$ cat config.mk
export PLATFORM = sky130hd
export DESIGN_NAME = task_scheduler_rr_priority_sjf_unit
export DESIGN_NICKNAME = d
export VERILOG_FILES = /design/src/sv/tsrr_pkg.sv /design/src/sv/tsrr_cell.sv /design/src/sv/task_scheduler_rr_priority_sjf_unit.sv
export SDC_FILE = /design/constraint.sdc
export NUM_CORES = 2
export LEC_CHECK = 0
export BUFFER_PORTS_ARGS = -buffer_cell sky130_fd_sc_hd__buf_2
export CAP_MARGIN = 20
export CORE_ASPECT_RATIO = 0.75
export CORE_MARGIN = 2
export CORE_UTILIZATION = 50
export DETAILED_ROUTE_END_ITERATION = 6
export PLACE_DENSITY = 0.74
export SYNTH_ARGS = -nofsm -noshare
export SYNTH_HDL_FRONTEND = slang
export SYNTH_SLANG_ARGS = --single-unit
$ cat constraint.sdc
create_clock -name clk -period 17.9 [get_ports clk]
set_input_delay 2.685 -clock clk [delete_from_list [all_inputs] [get_ports clk]]
set_output_delay 2.685 -clock clk [all_outputs]
set_load 0.01 [all_outputs]
$ cat src/sv/tsrr_pkg.sv
`default_nettype none
package tsrr_pkg;

  localparam int READY_DEPTH_DEFAULT   = 16;
  localparam int BLOCKED_DEPTH_DEFAULT = 16;

  localparam logic [2:0] OP_ADD     = 3'd0;
  localparam logic [2:0] OP_SUSPEND = 3'd1;
  localparam logic [2:0] OP_RESUME  = 3'd2;
  localparam logic [2:0] OP_KILL    = 3'd3;
  localparam logic [2:0] OP_TICK    = 3'd4;

  localparam logic [2:0] ST_OK        = 3'd0;
  localparam logic [2:0] ST_NOT_FOUND = 3'd1;
  localparam logic [2:0] ST_FULL      = 3'd2;
  localparam logic [2:0] ST_IDLE_TICK = 3'd3;
  localparam logic [2:0] ST_SKIPPED   = 3'd4;

  localparam logic [1:0] MODE_RR   = 2'd0;
  localparam logic [1:0] MODE_PRIO = 2'd1;
  localparam logic [1:0] MODE_SJF  = 2'd2;

  localparam logic [1:0] CFG_POLICY  = 2'd0;
  localparam logic [1:0] CFG_QUANTUM = 2'd1;

  localparam logic [11:0] QUANTUM_RESET = 12'd5;

  localparam logic [15:0] Q_MUL_SOLO = 16'd10;
  localparam logic [15:0] Q_MUL_LONG = 16'd3;
  localparam logic [15:0] Q_MUL_MID  = 16'd2;
  localparam logic [15:0] AVG_LONG   = 16'd100;
  localparam logic [15:0] AVG_MID    = 16'd40;
  localparam int          SMALL_N    = 4;

  typedef struct packed {
    logic [15:0] pid;
    logic [7:0]  prio;
    logic [15:0] rem;
  } task_t;

  function automatic logic [15:0] key_of(input task_t t, input logic [1:0] mode);
    key_of = (mode == MODE_PRIO) ? {8'd0, t.prio} : t.rem;
  endfunction

endpackage
`default_nettype wire

$ cat src/sv/tsrr_cell.sv
`default_nettype none
module tsrr_cell
  import tsrr_pkg::*;
(
  input  wire         clk,
  input  wire         load,
  input  wire task_t  load_data,
  input  wire         shift,
  input  wire task_t  shift_data,
  input  wire  [15:0] pid_in,
  output task_t       data,
  output logic        match
);

  always_ff @(posedge clk) begin
    if (load) begin
      data <= load_data;
    end else if (shift) begin
      data <= shift_data;
    end
  end

  assign match = (data.pid == pid_in);

endmodule
`default_nettype wire

$ cat src/sv/task_scheduler_rr_priority_sjf_unit.sv
`default_nettype none
// Task scheduler with round robin, priority and shortest-remaining-first policies. One
// result item is returned for every accepted input item. Suspending or killing the running
// task and a tick run the min-key scan in the keyed modes; the scan reads one ready cell
// per cycle, and a tick that completes or preempts a task may scan twice. The next item
// is accepted while a result waits in the output register.
module task_scheduler_rr_priority_sjf_unit
  import tsrr_pkg::*;
#(
  parameter int READY_DEPTH   = READY_DEPTH_DEFAULT,
  parameter int BLOCKED_DEPTH = BLOCKED_DEPTH_DEFAULT
) (
  input  wire          clk,
  input  wire          rst,
  input  wire          s_tvalid,
  output logic         s_tready,
  input  wire  [39:0]  s_tdata,   // task_pid, task_priority, task_remaining
  input  wire  [2:0]   s_tuser,   // op
  output logic         m_tvalid,
  input  wire          m_tready,
  output logic [183:0] m_tdata,   // running_valid, running_pid, slice_valid, slice_pid,
                                  // slice_start, slice_length, effective_quantum,
                                  // dead_valid, dead_pid, context_switches, completions
  output logic [2:0]   m_tuser,   // status
  input  wire          cfg_valid,
  output logic         cfg_ready,
  input  wire  [1:0]   cfg_index,
  input  wire  [11:0]  cfg_data
);

  localparam int IDXW  = $clog2(READY_DEPTH);
  localparam int CNTW  = $clog2(READY_DEPTH + 1);
  localparam int BIDXW = (BLOCKED_DEPTH > 1) ? $clog2(BLOCKED_DEPTH) : 1;

  typedef enum logic [3:0] {
    S_IDLE, S_EXEC, S_DSEL, S_SCAN, S_DISP, S_SLICE, S_PICK, S_FIN
  } state_t;

  state_t state, state_next, ret_st, ret_st_next, scan_nx, scan_nx_next;

  logic [1:0]  policy;
  logic [11:0] base_q;
  logic [2:0]  op_r, op_r_next;
  task_t       in_r, in_r_next;

  logic [CNTW-1:0]     count, count_next;
  logic [BLOCKED_DEPTH-1:0] bvalid, bvalid_next;
  task_t       cur, cur_next;
  logic        has, has_next;
  logic [31:0] cpu, cpu_next, sw, sw_next, comp, comp_next;
  logic [CNTW-1:0] scan_i, scan_i_next, best_i, best_i_next;
  logic [16:0] best_k, best_k_next;
  logic        extra, extra_next;

  logic [2:0]  st, st_next;
  logic        sv, sv_next, dv, dv_next;
  logic [15:0] spid, spid_next, slen, slen_next, seq, seq_next, dpid, dpid_next;
  logic [31:0] sstart, sstart_next;
  logic        out_valid, out_valid_next;
  logic [183:0] out_data, out_data_next;
  logic [2:0]  out_user, out_user_next;

  logic            rm_en, app_en, bwr_en;
  logic [CNTW-1:0] rm_idx, app_idx;
  task_t           app_data, bwr_data;
  logic [BIDXW-1:0] bwr_idx;
  logic [IDXW-1:0] rd_addr;

  task_t rq [READY_DEPTH];
  task_t bq [BLOCKED_DEPTH];
  logic [READY_DEPTH-1:0]   rmatch;
  logic [BLOCKED_DEPTH-1:0] bmatch;
  task_t rd_data;

  genvar g;
  generate
    for (g = 0; g < READY_DEPTH; g++) begin : g_ready
      task_t nb;
      if (g < READY_DEPTH - 1) begin : g_mid
        assign nb = rq[g+1];
      end else begin : g_end
        assign nb = '0;
      end
      tsrr_cell u_cell (
        .clk(clk),
        .load(app_en && (app_idx == CNTW'(g))),
        .load_data(app_data),
        .shift(rm_en && (CNTW'(g) >= rm_idx) && (CNTW'(g + 1) < count)),
        .shift_data(nb),
        .pid_in(in_r.pid),
        .data(rq[g]),
        .match(rmatch[g])
      );
    end
    for (g = 0; g < BLOCKED_DEPTH; g++) begin : g_blocked
      tsrr_cell u_cell (
        .clk(clk),
        .load(bwr_en && (bwr_idx == BIDXW'(g))),
        .load_data(bwr_data),
        .shift(1'b0),
        .shift_data('0),
        .pid_in(in_r.pid),
        .data(bq[g]),
        .match(bmatch[g])
      );
    end
  endgenerate

  // First-match searches over the cells.
  logic            rfound, bfound, bfree;
  logic [IDXW-1:0] ridx;
  logic [BIDXW-1:0] bidx, fslot;
  always_comb begin
    rfound = 1'b0;
    ridx   = '0;
    bfound = 1'b0;
    bidx   = '0;
    bfree  = 1'b0;
    fslot  = '0;
    for (int i = READY_DEPTH - 1; i >= 0; i--) begin
      if (rmatch[i] && (CNTW'(i) < count)) begin
        rfound = 1'b1;
        ridx   = IDXW'(i);
      end
    end
    for (int i = BLOCKED_DEPTH - 1; i >= 0; i--) begin
      if (bvalid[i] && bmatch[i]) begin
        bfound = 1'b1;
        bidx   = BIDXW'(i);
      end
      if (!bvalid[i]) begin
        bfree = 1'b1;
        fslot = BIDXW'(i);
      end
    end
  end

  assign rd_data = rq[rd_addr];

  logic        keyed, cur_match;
  logic [16:0] k_scan, nb_k, sum17;
  logic [CNTW-1:0] nb_i;
  logic [15:0] eq, run, avg;
  logic [15:0] bq16;
  assign keyed     = (policy == MODE_PRIO) || (policy == MODE_SJF);
  assign cur_match = has && (cur.pid == in_r.pid);
  assign bq16      = {4'd0, base_q};

  always_comb begin
    state_next   = state;
    ret_st_next  = ret_st;
    scan_nx_next = scan_nx;
    op_r_next    = op_r;
    in_r_next    = in_r;
    count_next   = count;
    bvalid_next  = bvalid;
    cur_next     = cur;
    has_next     = has;
    cpu_next     = cpu;
    sw_next      = sw;
    comp_next    = comp;
    scan_i_next  = scan_i;
    best_i_next  = best_i;
    best_k_next  = best_k;
    extra_next   = extra;
    st_next      = st;
    sv_next      = sv;
    spid_next    = spid;
    sstart_next  = sstart;
    slen_next    = slen;
    seq_next     = seq;
    dv_next      = dv;
    dpid_next    = dpid;
    out_valid_next = out_valid && !m_tready;
    out_data_next  = out_data;
    out_user_next  = out_user;
    rm_en    = 1'b0;
    rm_idx   = '0;
    app_en   = 1'b0;
    app_idx  = '0;
    app_data = '0;
    bwr_en   = 1'b0;
    bwr_idx  = '0;
    bwr_data = '0;
    rd_addr  = '0;
    k_scan   = '0;
    nb_k     = '0;
    nb_i     = '0;
    sum17    = '0;
    avg      = '0;
    eq       = '0;
    run      = '0;

    case (state)
      S_IDLE: begin
        if (s_tvalid) begin
          op_r_next   = s_tuser;
          in_r_next   = '{pid: s_tdata[15:0], prio: s_tdata[23:16], rem: s_tdata[39:24]};
          st_next     = ST_OK;
          sv_next     = 1'b0;
          spid_next   = '0;
          sstart_next = '0;
          slen_next   = '0;
          seq_next    = '0;
          dv_next     = 1'b0;
          dpid_next   = '0;
          state_next  = S_EXEC;
        end
      end
      S_EXEC: begin
        rd_addr    = ridx;
        state_next = S_FIN;
        case (op_r)
          OP_ADD: begin
            if (count >= CNTW'(READY_DEPTH)) begin
              st_next = ST_FULL;
            end else begin
              app_en     = 1'b1;
              app_idx    = count;
              app_data   = in_r;
              count_next = count + CNTW'(1);
            end
          end
          OP_SUSPEND: begin
            if (cur_match) begin
              if (!bfree) begin
                st_next = ST_FULL;
              end else begin
                bwr_en   = 1'b1;
                bwr_idx  = fslot;
                bwr_data = cur;
                bvalid_next[fslot] = 1'b1;
                has_next    = 1'b0;
                ret_st_next = S_FIN;
                state_next  = S_DSEL;
              end
            end else if (rfound) begin
              if (!bfree) begin
                st_next = ST_FULL;
              end else begin
                bwr_en   = 1'b1;
                bwr_idx  = fslot;
                bwr_data = rd_data;
                bvalid_next[fslot] = 1'b1;
                rm_en      = 1'b1;
                rm_idx     = CNTW'(ridx);
                count_next = count - CNTW'(1);
              end
            end else begin
              st_next = ST_NOT_FOUND;
            end
          end
          OP_RESUME: begin
            if (!bfound) begin
              st_next = ST_NOT_FOUND;
            end else if (count >= CNTW'(READY_DEPTH)) begin
              st_next = ST_FULL;
            end else begin
              app_en     = 1'b1;
              app_idx    = count;
              app_data   = bq[bidx];
              count_next = count + CNTW'(1);
              bvalid_next[bidx] = 1'b0;
            end
          end
          OP_KILL: begin
            if (cur_match) begin
              has_next    = 1'b0;
              comp_next   = comp + 32'd1;
              dv_next     = 1'b1;
              dpid_next   = in_r.pid;
              ret_st_next = S_FIN;
              state_next  = S_DSEL;
            end else if (rfound) begin
              rm_en      = 1'b1;
              rm_idx     = CNTW'(ridx);
              count_next = count - CNTW'(1);
              dv_next    = 1'b1;
              dpid_next  = in_r.pid;
            end else if (bfound) begin
              bvalid_next[bidx] = 1'b0;
              dv_next   = 1'b1;
              dpid_next = in_r.pid;
            end else begin
              st_next = ST_NOT_FOUND;
            end
          end
          OP_TICK: begin
            if ((count == '0) && !has) begin
              st_next = ST_IDLE_TICK;
            end else if (!has) begin
              ret_st_next = S_SLICE;
              state_next  = S_DSEL;
            end else begin
              state_next = S_SLICE;
            end
          end
          default: begin
            st_next = ST_OK;
          end
        endcase
      end
      S_DSEL: begin
        if (count == '0) begin
          state_next = ret_st;
        end else if (keyed) begin
          scan_i_next  = '0;
          best_i_next  = '0;
          best_k_next  = '1;
          extra_next   = 1'b0;
          scan_nx_next = S_DISP;
          state_next   = S_SCAN;
        end else begin
          best_i_next = '0;
          state_next  = S_DISP;
        end
      end
      S_SCAN: begin
        rd_addr = scan_i[IDXW-1:0];
        k_scan  = {1'b0, key_of(rd_data, policy)};
        if (k_scan < best_k) begin
          nb_k = k_scan;
          nb_i = scan_i;
        end else begin
          nb_k = best_k;
          nb_i = best_i;
        end
        if (scan_i + CNTW'(1) == count) begin
          if (extra && ({1'b0, key_of(cur, policy)} < nb_k)) begin
            best_i_next = count;
          end else begin
            best_i_next = nb_i;
          end
          state_next = scan_nx;
        end else begin
          scan_i_next = scan_i + CNTW'(1);
          best_k_next = nb_k;
          best_i_next = nb_i;
        end
      end
      S_DISP: begin
        rd_addr    = best_i[IDXW-1:0];
        cur_next   = rd_data;
        rm_en      = 1'b1;
        rm_idx     = best_i;
        count_next = count - CNTW'(1);
        has_next   = 1'b1;
        sw_next    = sw + 32'd1;
        state_next = ret_st;
      end
      S_SLICE: begin
        rd_addr = '0;
        sum17   = {1'b0, cur.rem} + {1'b0, rd_data.rem};
        avg     = sum17[16:1];
        if (keyed) begin
          eq = cur.rem;
        end else if (count == '0) begin
          eq = bq16 * Q_MUL_SOLO;
        end else if (count == CNTW'(1)) begin
          if (avg > AVG_LONG) begin
            eq = bq16 * Q_MUL_LONG;
          end else if (avg > AVG_MID) begin
            eq = bq16 * Q_MUL_MID;
          end else begin
            eq = bq16;
          end
        end else if (count <= CNTW'(SMALL_N - 1)) begin
          eq = bq16 * Q_MUL_MID;
        end else begin
          eq = bq16;
        end
        run          = (eq < cur.rem) ? eq : cur.rem;
        sv_next      = 1'b1;
        spid_next    = cur.pid;
        sstart_next  = cpu;
        slen_next    = run;
        seq_next     = eq;
        cpu_next     = cpu + {16'd0, run};
        cur_next.rem = cur.rem - run;
        if (cur.rem == run) begin
          comp_next   = comp + 32'd1;
          dv_next     = 1'b1;
          dpid_next   = cur.pid;
          has_next    = 1'b0;
          ret_st_next = S_FIN;
          state_next  = S_DSEL;
        end else if (count == '0) begin
          st_next    = ST_SKIPPED;
          state_next = S_FIN;
        end else if (keyed) begin
          scan_i_next  = '0;
          best_i_next  = '0;
          best_k_next  = '1;
          extra_next   = 1'b1;
          scan_nx_next = S_PICK;
          state_next   = S_SCAN;
        end else begin
          best_i_next = '0;
          state_next  = S_PICK;
        end
      end
      S_PICK: begin
        rd_addr = best_i[IDXW-1:0];
        if (best_i < count) begin
          rm_en    = 1'b1;
          rm_idx   = best_i;
          app_en   = 1'b1;
          app_idx  = count - CNTW'(1);
          app_data = cur;
          cur_next = rd_data;
        end
        sw_next    = sw + 32'd1;
        state_next = S_FIN;
      end
      S_FIN: begin
        if (!out_valid || m_tready) begin
          out_valid_next = 1'b1;
          out_user_next  = st;
          out_data_next  = {5'd0, comp, sw, dpid, dv, seq, slen, sstart, spid, sv,
                            (has ? cur.pid : 16'd0), has};
          state_next     = S_IDLE;
        end
      end
      default: begin
        state_next = S_IDLE;
      end
    endcase
  end

  always_ff @(posedge clk) begin
    if (rst) begin
      state     <= S_IDLE;
      ret_st    <= S_FIN;
      scan_nx   <= S_DISP;
      count     <= '0;
      bvalid    <= '0;
      has       <= 1'b0;
      cpu       <= '0;
      sw        <= '0;
      comp      <= '0;
      out_valid <= 1'b0;
      policy    <= MODE_RR;
      base_q    <= QUANTUM_RESET;
    end else begin
      state     <= state_next;
      ret_st    <= ret_st_next;
      scan_nx   <= scan_nx_next;
      count     <= count_next;
      bvalid    <= bvalid_next;
      has       <= has_next;
      cpu       <= cpu_next;
      sw        <= sw_next;
      comp      <= comp_next;
      out_valid <= out_valid_next;
      if (cfg_valid && (cfg_index == CFG_POLICY)) begin
        policy <= cfg_data[1:0];
      end
      if (cfg_valid && (cfg_index == CFG_QUANTUM)) begin
        base_q <= cfg_data;
      end
    end
    op_r     <= op_r_next;
    in_r     <= in_r_next;
    cur      <= cur_next;
    scan_i   <= scan_i_next;
    best_i   <= best_i_next;
    best_k   <= best_k_next;
    extra    <= extra_next;
    st       <= st_next;
    sv       <= sv_next;
    spid     <= spid_next;
    sstart   <= sstart_next;
    slen     <= slen_next;
    seq      <= seq_next;
    dv       <= dv_next;
    dpid     <= dpid_next;
    out_data <= out_data_next;
    out_user <= out_user_next;
  end

  assign s_tready  = (state == S_IDLE);
  assign m_tvalid  = out_valid;
  assign m_tdata   = out_data;
  assign m_tuser   = out_user;
  assign cfg_ready = 1'b1;

endmodule
`default_nettype wire

# [Yosys cells after proc, flatten, opt, wreduce, memory -nomap -nowiden]
# Cells that the tools add are included.
[word_totals] regBits=1819 latch_bits=0 ramBits=0 mem_bits_ro=0 input_bits=62 output_inout_bits=190 mem_count=0
[op_classes] add_sub_neg=8 mul=2 div=0 order_cmp=47 n_eq_ne=117 shift=0 mux=314 n_bitwise=5 reduce_logical=158
[op_table] operator="$mux 40" count=47
[op_table] operator="$eq 16x16->1" count=34
[op_table] operator="$mux 16" count=21
[op_table] operator="$bmux 40 s4" count=2
[op_table] operator="$mux 4" count=73
[op_table] operator="$pmux 40 s2" count=2
[op_table] operator="$pmux 16 s3" count=3
[op_table] operator="$mux 32" count=4
[op_table] operator="$pmux 32 s2" count=2
[op_table] operator="$logic_and 1x1->1" count=104
[op_table] operator="$mux 17" count=6
[op_table] operator="$mux 5" count=20
[op_table] operator="$pmux 16 s2" count=3
[op_table] operator="$mux 1" count=78
[op_table] operator="$add 32x1->32 const B" count=2
[op_table] operator="$mux 3" count=21
[op_table] operator="$pmux 17 s3" count=1
[op_table] operator="$pmux 24 s2" count=1
[op_table] operator="$pmux 5 s3" count=3
[op_table] operator="$ne 3x3->1 const B" count=14
[op_table] operator="$reduce_bool 2->1" count=21
[op_table] operator="$eq 5x4->1 const B" count=8
[op_table] operator="$ge 4x5->1 const A" count=8
[op_table] operator="$lt 4x5->1 const A" count=8
[op_table] operator="other kinds (72)" count=165

# [Logic depth before layout (Yosys ltp)]
[depth] ltp_word=36 ltp_mapped=80 ltp_nobuf=71

# [Cells and area by module]
# A second synthesis with hierarchy kept.
[unflattened] hier_cells=8045 area_unflattened_um2=106015.4
[by_module_without_submodules] mod="tsrr_cell" n_inst=32 cells_per_inst=107 area_each_um2=2073.2 seq_area_each_um2=1201.2
[by_module_without_submodules] mod="task_scheduler_rr_priority_sjf_unit" n_inst=1 cells_per_inst=4621 area_each_um2=39671.8 seq_area_each_um2=14594.0

# [Worst setup path after synthesis]
# OpenSTA, ideal clock, no wires.
[synth_path] path_type="register -> register" from="register in_r[37] (netlist name)" to="register cpu[26]" setup_ns=0.128 arrival_ns=13.115 slack_ns=4.657 stages_incl_launch_ff=79 n_path_buf=8 synth_period_minus_slack_ns=13.243 cell_sequence="edfxtp_1 > buf_6 > buf_6 > xor2_1 > nor4_1 > nand2_1 > or4_1 > a21oi_1 > o21ai_0 > a21o_1 > nand2_2 > buf_1 > clkbuf_1 > clkbuf_1 > nand3_1 > o211ai_1 > o21ai_0 > o21ai_0 > [43 not listed] > o21ai_0 > a21oi_1 > o21ai_0 > a21oi_1 > o21bai_1 > a21oi_1 > o21bai_1 > a21oi_1 > o21bai_1 > a21oi_1 > nor2b_1 > o21a_1 > o21ai_0 > nor2_1 > nand4_1 > nor2b_1 > xnor2_1 > nor2_1"
[synth_via] elab_chain_len=34 elab_cells_between_ends=65
[synth_rtl] item="from (decl)" line_no="task_scheduler_rr_priority_sjf_unit.sv:44" text="task_t in_r, in_r_next;"
[synth_rtl] item="from (signal assigned)" line_no="task_scheduler_rr_priority_sjf_unit.sv:463" text="in_r <= in_r_next;"
[synth_rtl] item="$eq 16x16->1" line_no="tsrr_cell.sv:23" text="assign match = (data.pid == pid_in);"
[synth_rtl] item="$logic_and 1x1->1" line_no="task_scheduler_rr_priority_sjf_unit.sv:121" text="if (rmatch[i] && (CNTW'(i) < count)) begin"
[synth_rtl] item="$mux 4 (15 in a row)" line_no="task_scheduler_rr_priority_sjf_unit.sv:121"
[synth_rtl] item="$mux 4 (*)" line_no="task_scheduler_rr_priority_sjf_unit.sv:121"
[synth_rtl] item="$pmux 4 s3 (*)" line_no="task_scheduler_rr_priority_sjf_unit.sv:194" text="case (state)"
[synth_rtl] item="$not 4->5 (not written as such) (*)" line_no="task_scheduler_rr_priority_sjf_unit.sv:138" text="assign rd_data = rq[rd_addr];"
[synth_rtl] item="$bmux 40 s4 (*)" line_no="task_scheduler_rr_priority_sjf_unit.sv:138"
[synth_rtl] item="$mux 40 (not written as such) (*) (2 in a row)" line_no="task_scheduler_rr_priority_sjf_unit.sv:138"
[synth_rtl] item="[3 not listed]"
[synth_rtl] item="$mux 14 (*)" line_no="task_scheduler_rr_priority_sjf_unit.sv:360" text="if (avg > AVG_LONG) begin"
[synth_rtl] item="$mux 16 (*)" line_no="task_scheduler_rr_priority_sjf_unit.sv:359" text="end else if (count == CNTW'(1)) begin"
[synth_rtl] item="$mux 16 (*)" line_no="task_scheduler_rr_priority_sjf_unit.sv:357" text="end else if (count == '0) begin"
[synth_rtl] item="$mux 16 (*)" line_no="task_scheduler_rr_priority_sjf_unit.sv:355" text="if (keyed) begin"
[synth_rtl] item="$mux 16 (*)" line_no="task_scheduler_rr_priority_sjf_unit.sv:194"
[synth_rtl] item="$lt 16x16->1" line_no="task_scheduler_rr_priority_sjf_unit.sv:372" text="run = (eq < cur.rem) ? eq : cur.rem;"
[synth_rtl] item="$mux 16 (*)" line_no="task_scheduler_rr_priority_sjf_unit.sv:372"
[synth_rtl] item="$add 32x16->32 (*)" line_no="task_scheduler_rr_priority_sjf_unit.sv:378" text="cpu_next = cpu + {16'd0, run};"
[synth_rtl] item="to (signal assigned)" line_no="task_scheduler_rr_priority_sjf_unit.sv:451" text="cpu <= cpu_next;"
[synth_rtl] item="to (decl)" line_no="task_scheduler_rr_priority_sjf_unit.sv:50" text="logic [31:0] cpu, cpu_next, sw, sw_next, comp, comp_next;"
# Mark *: on every way between the ends. The rest lies on a longest branch, timed or not. The select of a mux whose other input is x is not followed.
# A chain may end at the register's enable or synchronous reset.

# [Worst setup path after layout]
[layout_path] from="register count[2]" to="register cpu[29]"
[layout_via] elab_chain_len=34 elab_cells_between_ends=69
[layout_rtl] item="from (decl)" line_no="task_scheduler_rr_priority_sjf_unit.sv:46" text="logic [CNTW-1:0] count, count_next;"
[layout_rtl] item="from (signal assigned)" line_no="task_scheduler_rr_priority_sjf_unit.sv:448" text="count <= count_next;"
[layout_rtl] item="$lt 4x5->1" line_no="task_scheduler_rr_priority_sjf_unit.sv:121"
[layout_rtl] item="$logic_and 1x1->1" line_no="task_scheduler_rr_priority_sjf_unit.sv:121"
[layout_rtl] item="$mux 4 (16 in a row)" line_no="task_scheduler_rr_priority_sjf_unit.sv:121"
[layout_rtl] item="$pmux 4 s3" line_no="task_scheduler_rr_priority_sjf_unit.sv:194"
[layout_rtl] item="$not 4->5 (not written as such)" line_no="task_scheduler_rr_priority_sjf_unit.sv:138"
[layout_rtl] item="$bmux 40 s4" line_no="task_scheduler_rr_priority_sjf_unit.sv:138"
[layout_rtl] item="$mux 40 (not written as such) (2 in a row)" line_no="task_scheduler_rr_priority_sjf_unit.sv:138"
[layout_rtl] item="$add 16x16->17" line_no="task_scheduler_rr_priority_sjf_unit.sv:353" text="sum17 = {1'b0, cur.rem} + {1'b0, rd_data.rem};"
[layout_rtl] item="[2 not listed]"
[layout_rtl] item="$mux 14" line_no="task_scheduler_rr_priority_sjf_unit.sv:360"
[layout_rtl] item="$mux 16" line_no="task_scheduler_rr_priority_sjf_unit.sv:359"
[layout_rtl] item="$mux 16 (*)" line_no="task_scheduler_rr_priority_sjf_unit.sv:357"
[layout_rtl] item="$mux 16 (*)" line_no="task_scheduler_rr_priority_sjf_unit.sv:355"
[layout_rtl] item="$mux 16 (*)" line_no="task_scheduler_rr_priority_sjf_unit.sv:194"
[layout_rtl] item="$lt 16x16->1" line_no="task_scheduler_rr_priority_sjf_unit.sv:372"
[layout_rtl] item="$mux 16 (*)" line_no="task_scheduler_rr_priority_sjf_unit.sv:372"
[layout_rtl] item="$add 32x16->32 (*)" line_no="task_scheduler_rr_priority_sjf_unit.sv:378"
# Marked as above.

==> results by group <==
Run status
  – Status: finished with violations
  – Failing checks: DRC

STA
  – Fmax: 62.2 MHz
  – Setup TNS: 0 ns
  – Worst Max-Slew Pin Slew: 1.16 ns
  – Unrepaired setup endpoints after global routing: no
  – Final hold violations: 0
  – Period utilisation layout: 0.898
  – Rel. slew slack: 0.222
  – Final min period: 16.08 ns
  – Clock skew: 0.0360 ns
  – Final slew viol count: 0
  – Finish-stage setup viols: 0

Route
  – M1 wire length: 129 mm
  – DR WL met3: 43.5 mm
  – Highest routed layer: met5
  – Post-DR wirelength/cell: 27.7 µm
  – Detail-routed via count per cell: 6.37
  – First-pass DRT Iterations: 7
  – Antenna-violating nets left: 0
  – Final wirelength: 317 mm
  – Via Count: 72978
  – Initial drt markers: 11560
  – DR WL met2: 130 mm
  – DRC Markers: 9

Worst setup path
  – CP endpoint kind: register
  – Cell family with the largest share of critical-path delay: compound AO/OA/AOI/OAI gates
  – Critical path's slowest cell: o21ai_0
  – CP startpoint kind: register
  – WP data arrival: 16.84 ns
  – CP max stage delay: 0.88 ns
  – Bufs and invs on worst path: 5
  – Worst path most repeated cell: o21ai_0
  – Crit Path Category: reg -> reg
  – Critical-path maximum fanout: 67
  – Critical Path RT: 18.66 ns

Clocking
  – CTS-repair resized insts: 0
  – Clock Path Buffers: 3
  – Worst-path clk slew: 0.07 ns
  – Clk sinks: 1812
  – Cts bufs inserted: 179
  – Clk_lat worst skew: 0.86 ns
  – Setup bufs post-CTS: 0
  – CTS tree: yes
  – H-tree depth: 4
  – Clock root buffer: clkbuf_16
  – Hold-fix buffers, CTS: 0

Power
  – Sw Share: 0.366
  – Switching pwr: 4.89 mW
  – Clock Power Share: 0.298
  – Comb pwr share: 0.312
  – Power Internal: 8.47 mW
  – Pwr dens: 130 nW/µm²
  – Register share of total power: 0.389
  – Worst VDD drop: 0.000113 V
  – Leakage power: 35.2 nW

Final layout
  – Fillers: 15364
  – Most common cell after layout, fill and taps aside: edfxtp_1
  – Commonest cells after routing, fill and taps aside: 1674 x edfxtp_1, 1387 x nor2_1, 927 x nand2_1, 795 x a21oi_1, 388 x o21ai_0
  – Layout area overhead: 11.1%
  – Share of cells above drive strength 1: 0.106
  – Layout Nets: 9081
  – Final non-filler cell area: 103000 µm²

Logic synthesis
  – Ys flop type: edfxtp_1
  – Mapped Cells: 8827
  – Mean Syn Cell Area: 10.5 µm²
  – Synth cell types: 97
  – Cell area after synthesis: 92500 µm²
  – EDFF count, synth: 1674
  – Register area share after synthesis: 0.573
  – FF+latch count, synth: 1812
  – Async SR Flop Fraction: 0
  – YS warnings: 0

Hold path
  – Hold Path Class: reg -> reg

Die
  – Die X: 501 µm
  – Core area: 184000 µm²
  – I/O pin cnt: 252
  – Die area: 189000 µm²
  – Initial Util: 0.504
  – DIE HEIGHT: 377 µm
  – # rows: 136

Placed design
  – Routability cong.: 1.00
  – Dpl cell area: 96600 µm²
  – Post-DP HPWL: 210 mm
  – Port-buffer cells: 245

Global route
  – Largest net degree at the start of global routing: 189
  – First-pass GRT wire length: 457 mm
  – Antenna violations before repair: 6
  – Gr ovfl total: 0
  – Vias in the first global route: 67612
  – GRT Total Usage: 0.327

Run
  – Max-Cap Viols: 0
==> layout make-up <==
cell class | instances | area [µm²] | area share
antenna | 3 | 7.51 | 0.0000730
clock buffer | 216 | 4750 | 0.0462
clock inverter | 118 | 1400 | 0.0136
inverter | 127 | 480 | 0.00467
multi-input combinational | 6305 | 37200 | 0.362
sequential | 1812 | 53000 | 0.516
tap | 2415 | 3020 | 0.0294
timing repair buffer | 456 | 2920 | 0.0284
==> metrics by stage <==
stage               total power, mW  setup slack [ns]  hold WS, ns  utilization  std cells
floorplan                      7.75              4.66        0.400            -       8831
global placement               9.26              2.63        0.403        0.526      11109
detailed placement             9.28              2.29        0.405        0.526      11112
CTS                            13.2              2.23        0.393        0.560      11446
global route                   13.8             0.461        0.407        0.560      11449
finish                         13.4              1.82        0.402        0.560      11452
==> metal layers <==
layer,track usage,vias to the layer above
met5,0,-
li1,-,31857
met3,0.0896,698
met1,0.479,35288
met2,0.460,5133
met4,0.124,2
==> cell families (layout without fill, tap and decap cells) <==
family,count (synthesis),in the layout,synth area share
simple gates,3376,3376,0.163
flops,1812,1812,0.573
compound gates,1776,1776,0.112
buf+inv,714,917,0.0306
xor+xnor,638,638,0.0604
mux,371,371,0.0413
fa+ha+maj,138,138,0.0191
other cells,2,9,0.0000812
==> cell usage after synthesis (all sizes together), types with 10 or more instances <==
| master | instances | area, µm² |
|---|---|---|
| nand3b | 10 | 87.6 |
| a21boi | 51 | 383 |
| a21o | 53 | 398 |
| clkbuf | 443 | 1660 |
| a311oi | 11 | 96.3 |
| and4 | 11 | 98.8 |
| nand3 | 287 | 1440 |
| or4 | 33 | 248 |
| nand4 | 89 | 557 |
| o22ai | 49 | 313 |
| a221oi | 11 | 103 |
| o21a | 12 | 90.1 |
| nand2b | 37 | 231 |
| o21ai | 397 | 1990 |
| or3 | 50 | 318 |
| nor2 | 1422 | 5340 |
| and2 | 109 | 682 |
| dfxtp | 138 | 2760 |
| o21bai | 23 | 173 |
| o31ai | 12 | 95.1 |
| mux2i | 287 | 2880 |
| inv | 123 | 462 |
| a31oi | 40 | 250 |
| xnor2 | 306 | 2680 |
| buf | 144 | 689 |
| nand2 | 936 | 3520 |
| or2 | 20 | 125 |
| o2111ai | 17 | 155 |
| nand4b | 19 | 166 |
| and3 | 42 | 263 |
| a21oi | 812 | 4060 |
| xor2 | 332 | 2910 |
| nor4 | 120 | 757 |
| a32oi | 16 | 140 |
| mux2 | 84 | 946 |
| edfxtp | 1674 | 50300 |
| a22oi | 64 | 480 |
| o211ai | 134 | 1010 |
| nor3 | 100 | 512 |
| nor2b | 40 | 250 |
| a211oi | 21 | 158 |
| nor4bb | 13 | 130 |
| ha | 133 | 1660 |
==> power by group through the flow <==
| stage | sequential (mW) | combinational (mW) | clock, mW |
|---|---|---|---|
| after floorplan | 5.13 | 2.62 | 0 |
| after global placement | 5.27 | 3.99 | 0 |
| after detailed placement | 5.27 | 4.00 | 0 |
| after CTS | 5.19 | 4.03 | 4.01 |
| after global routing | 5.22 | 4.43 | 4.17 |
| final | 5.20 | 4.17 | 3.99 |
==> flip-flops by register name (all words and copies together), names as in the netlist, 17 cells and up <==
register and cells:
best_k 17, cur 40, in_r 40, cpu 32, g_ready.u_cell.data 640, m_tdata 179
sstart 32, sw 32, g_blocked.u_cell.data 640, comp 32
==> final timing paths <==
check                start          end  slack (ns)  depth (start not counted)
setup / recovery  count[2]      cpu[29]        1.82                         70
hold reg to reg     seq[5]  m_tdata[87]        0.40                          0
setup reg to reg  count[2]      cpu[29]        1.82                         70
hold / removal      seq[5]  m_tdata[87]        0.40                          0
No activity file was read; power rests on OpenSTA's default activity.
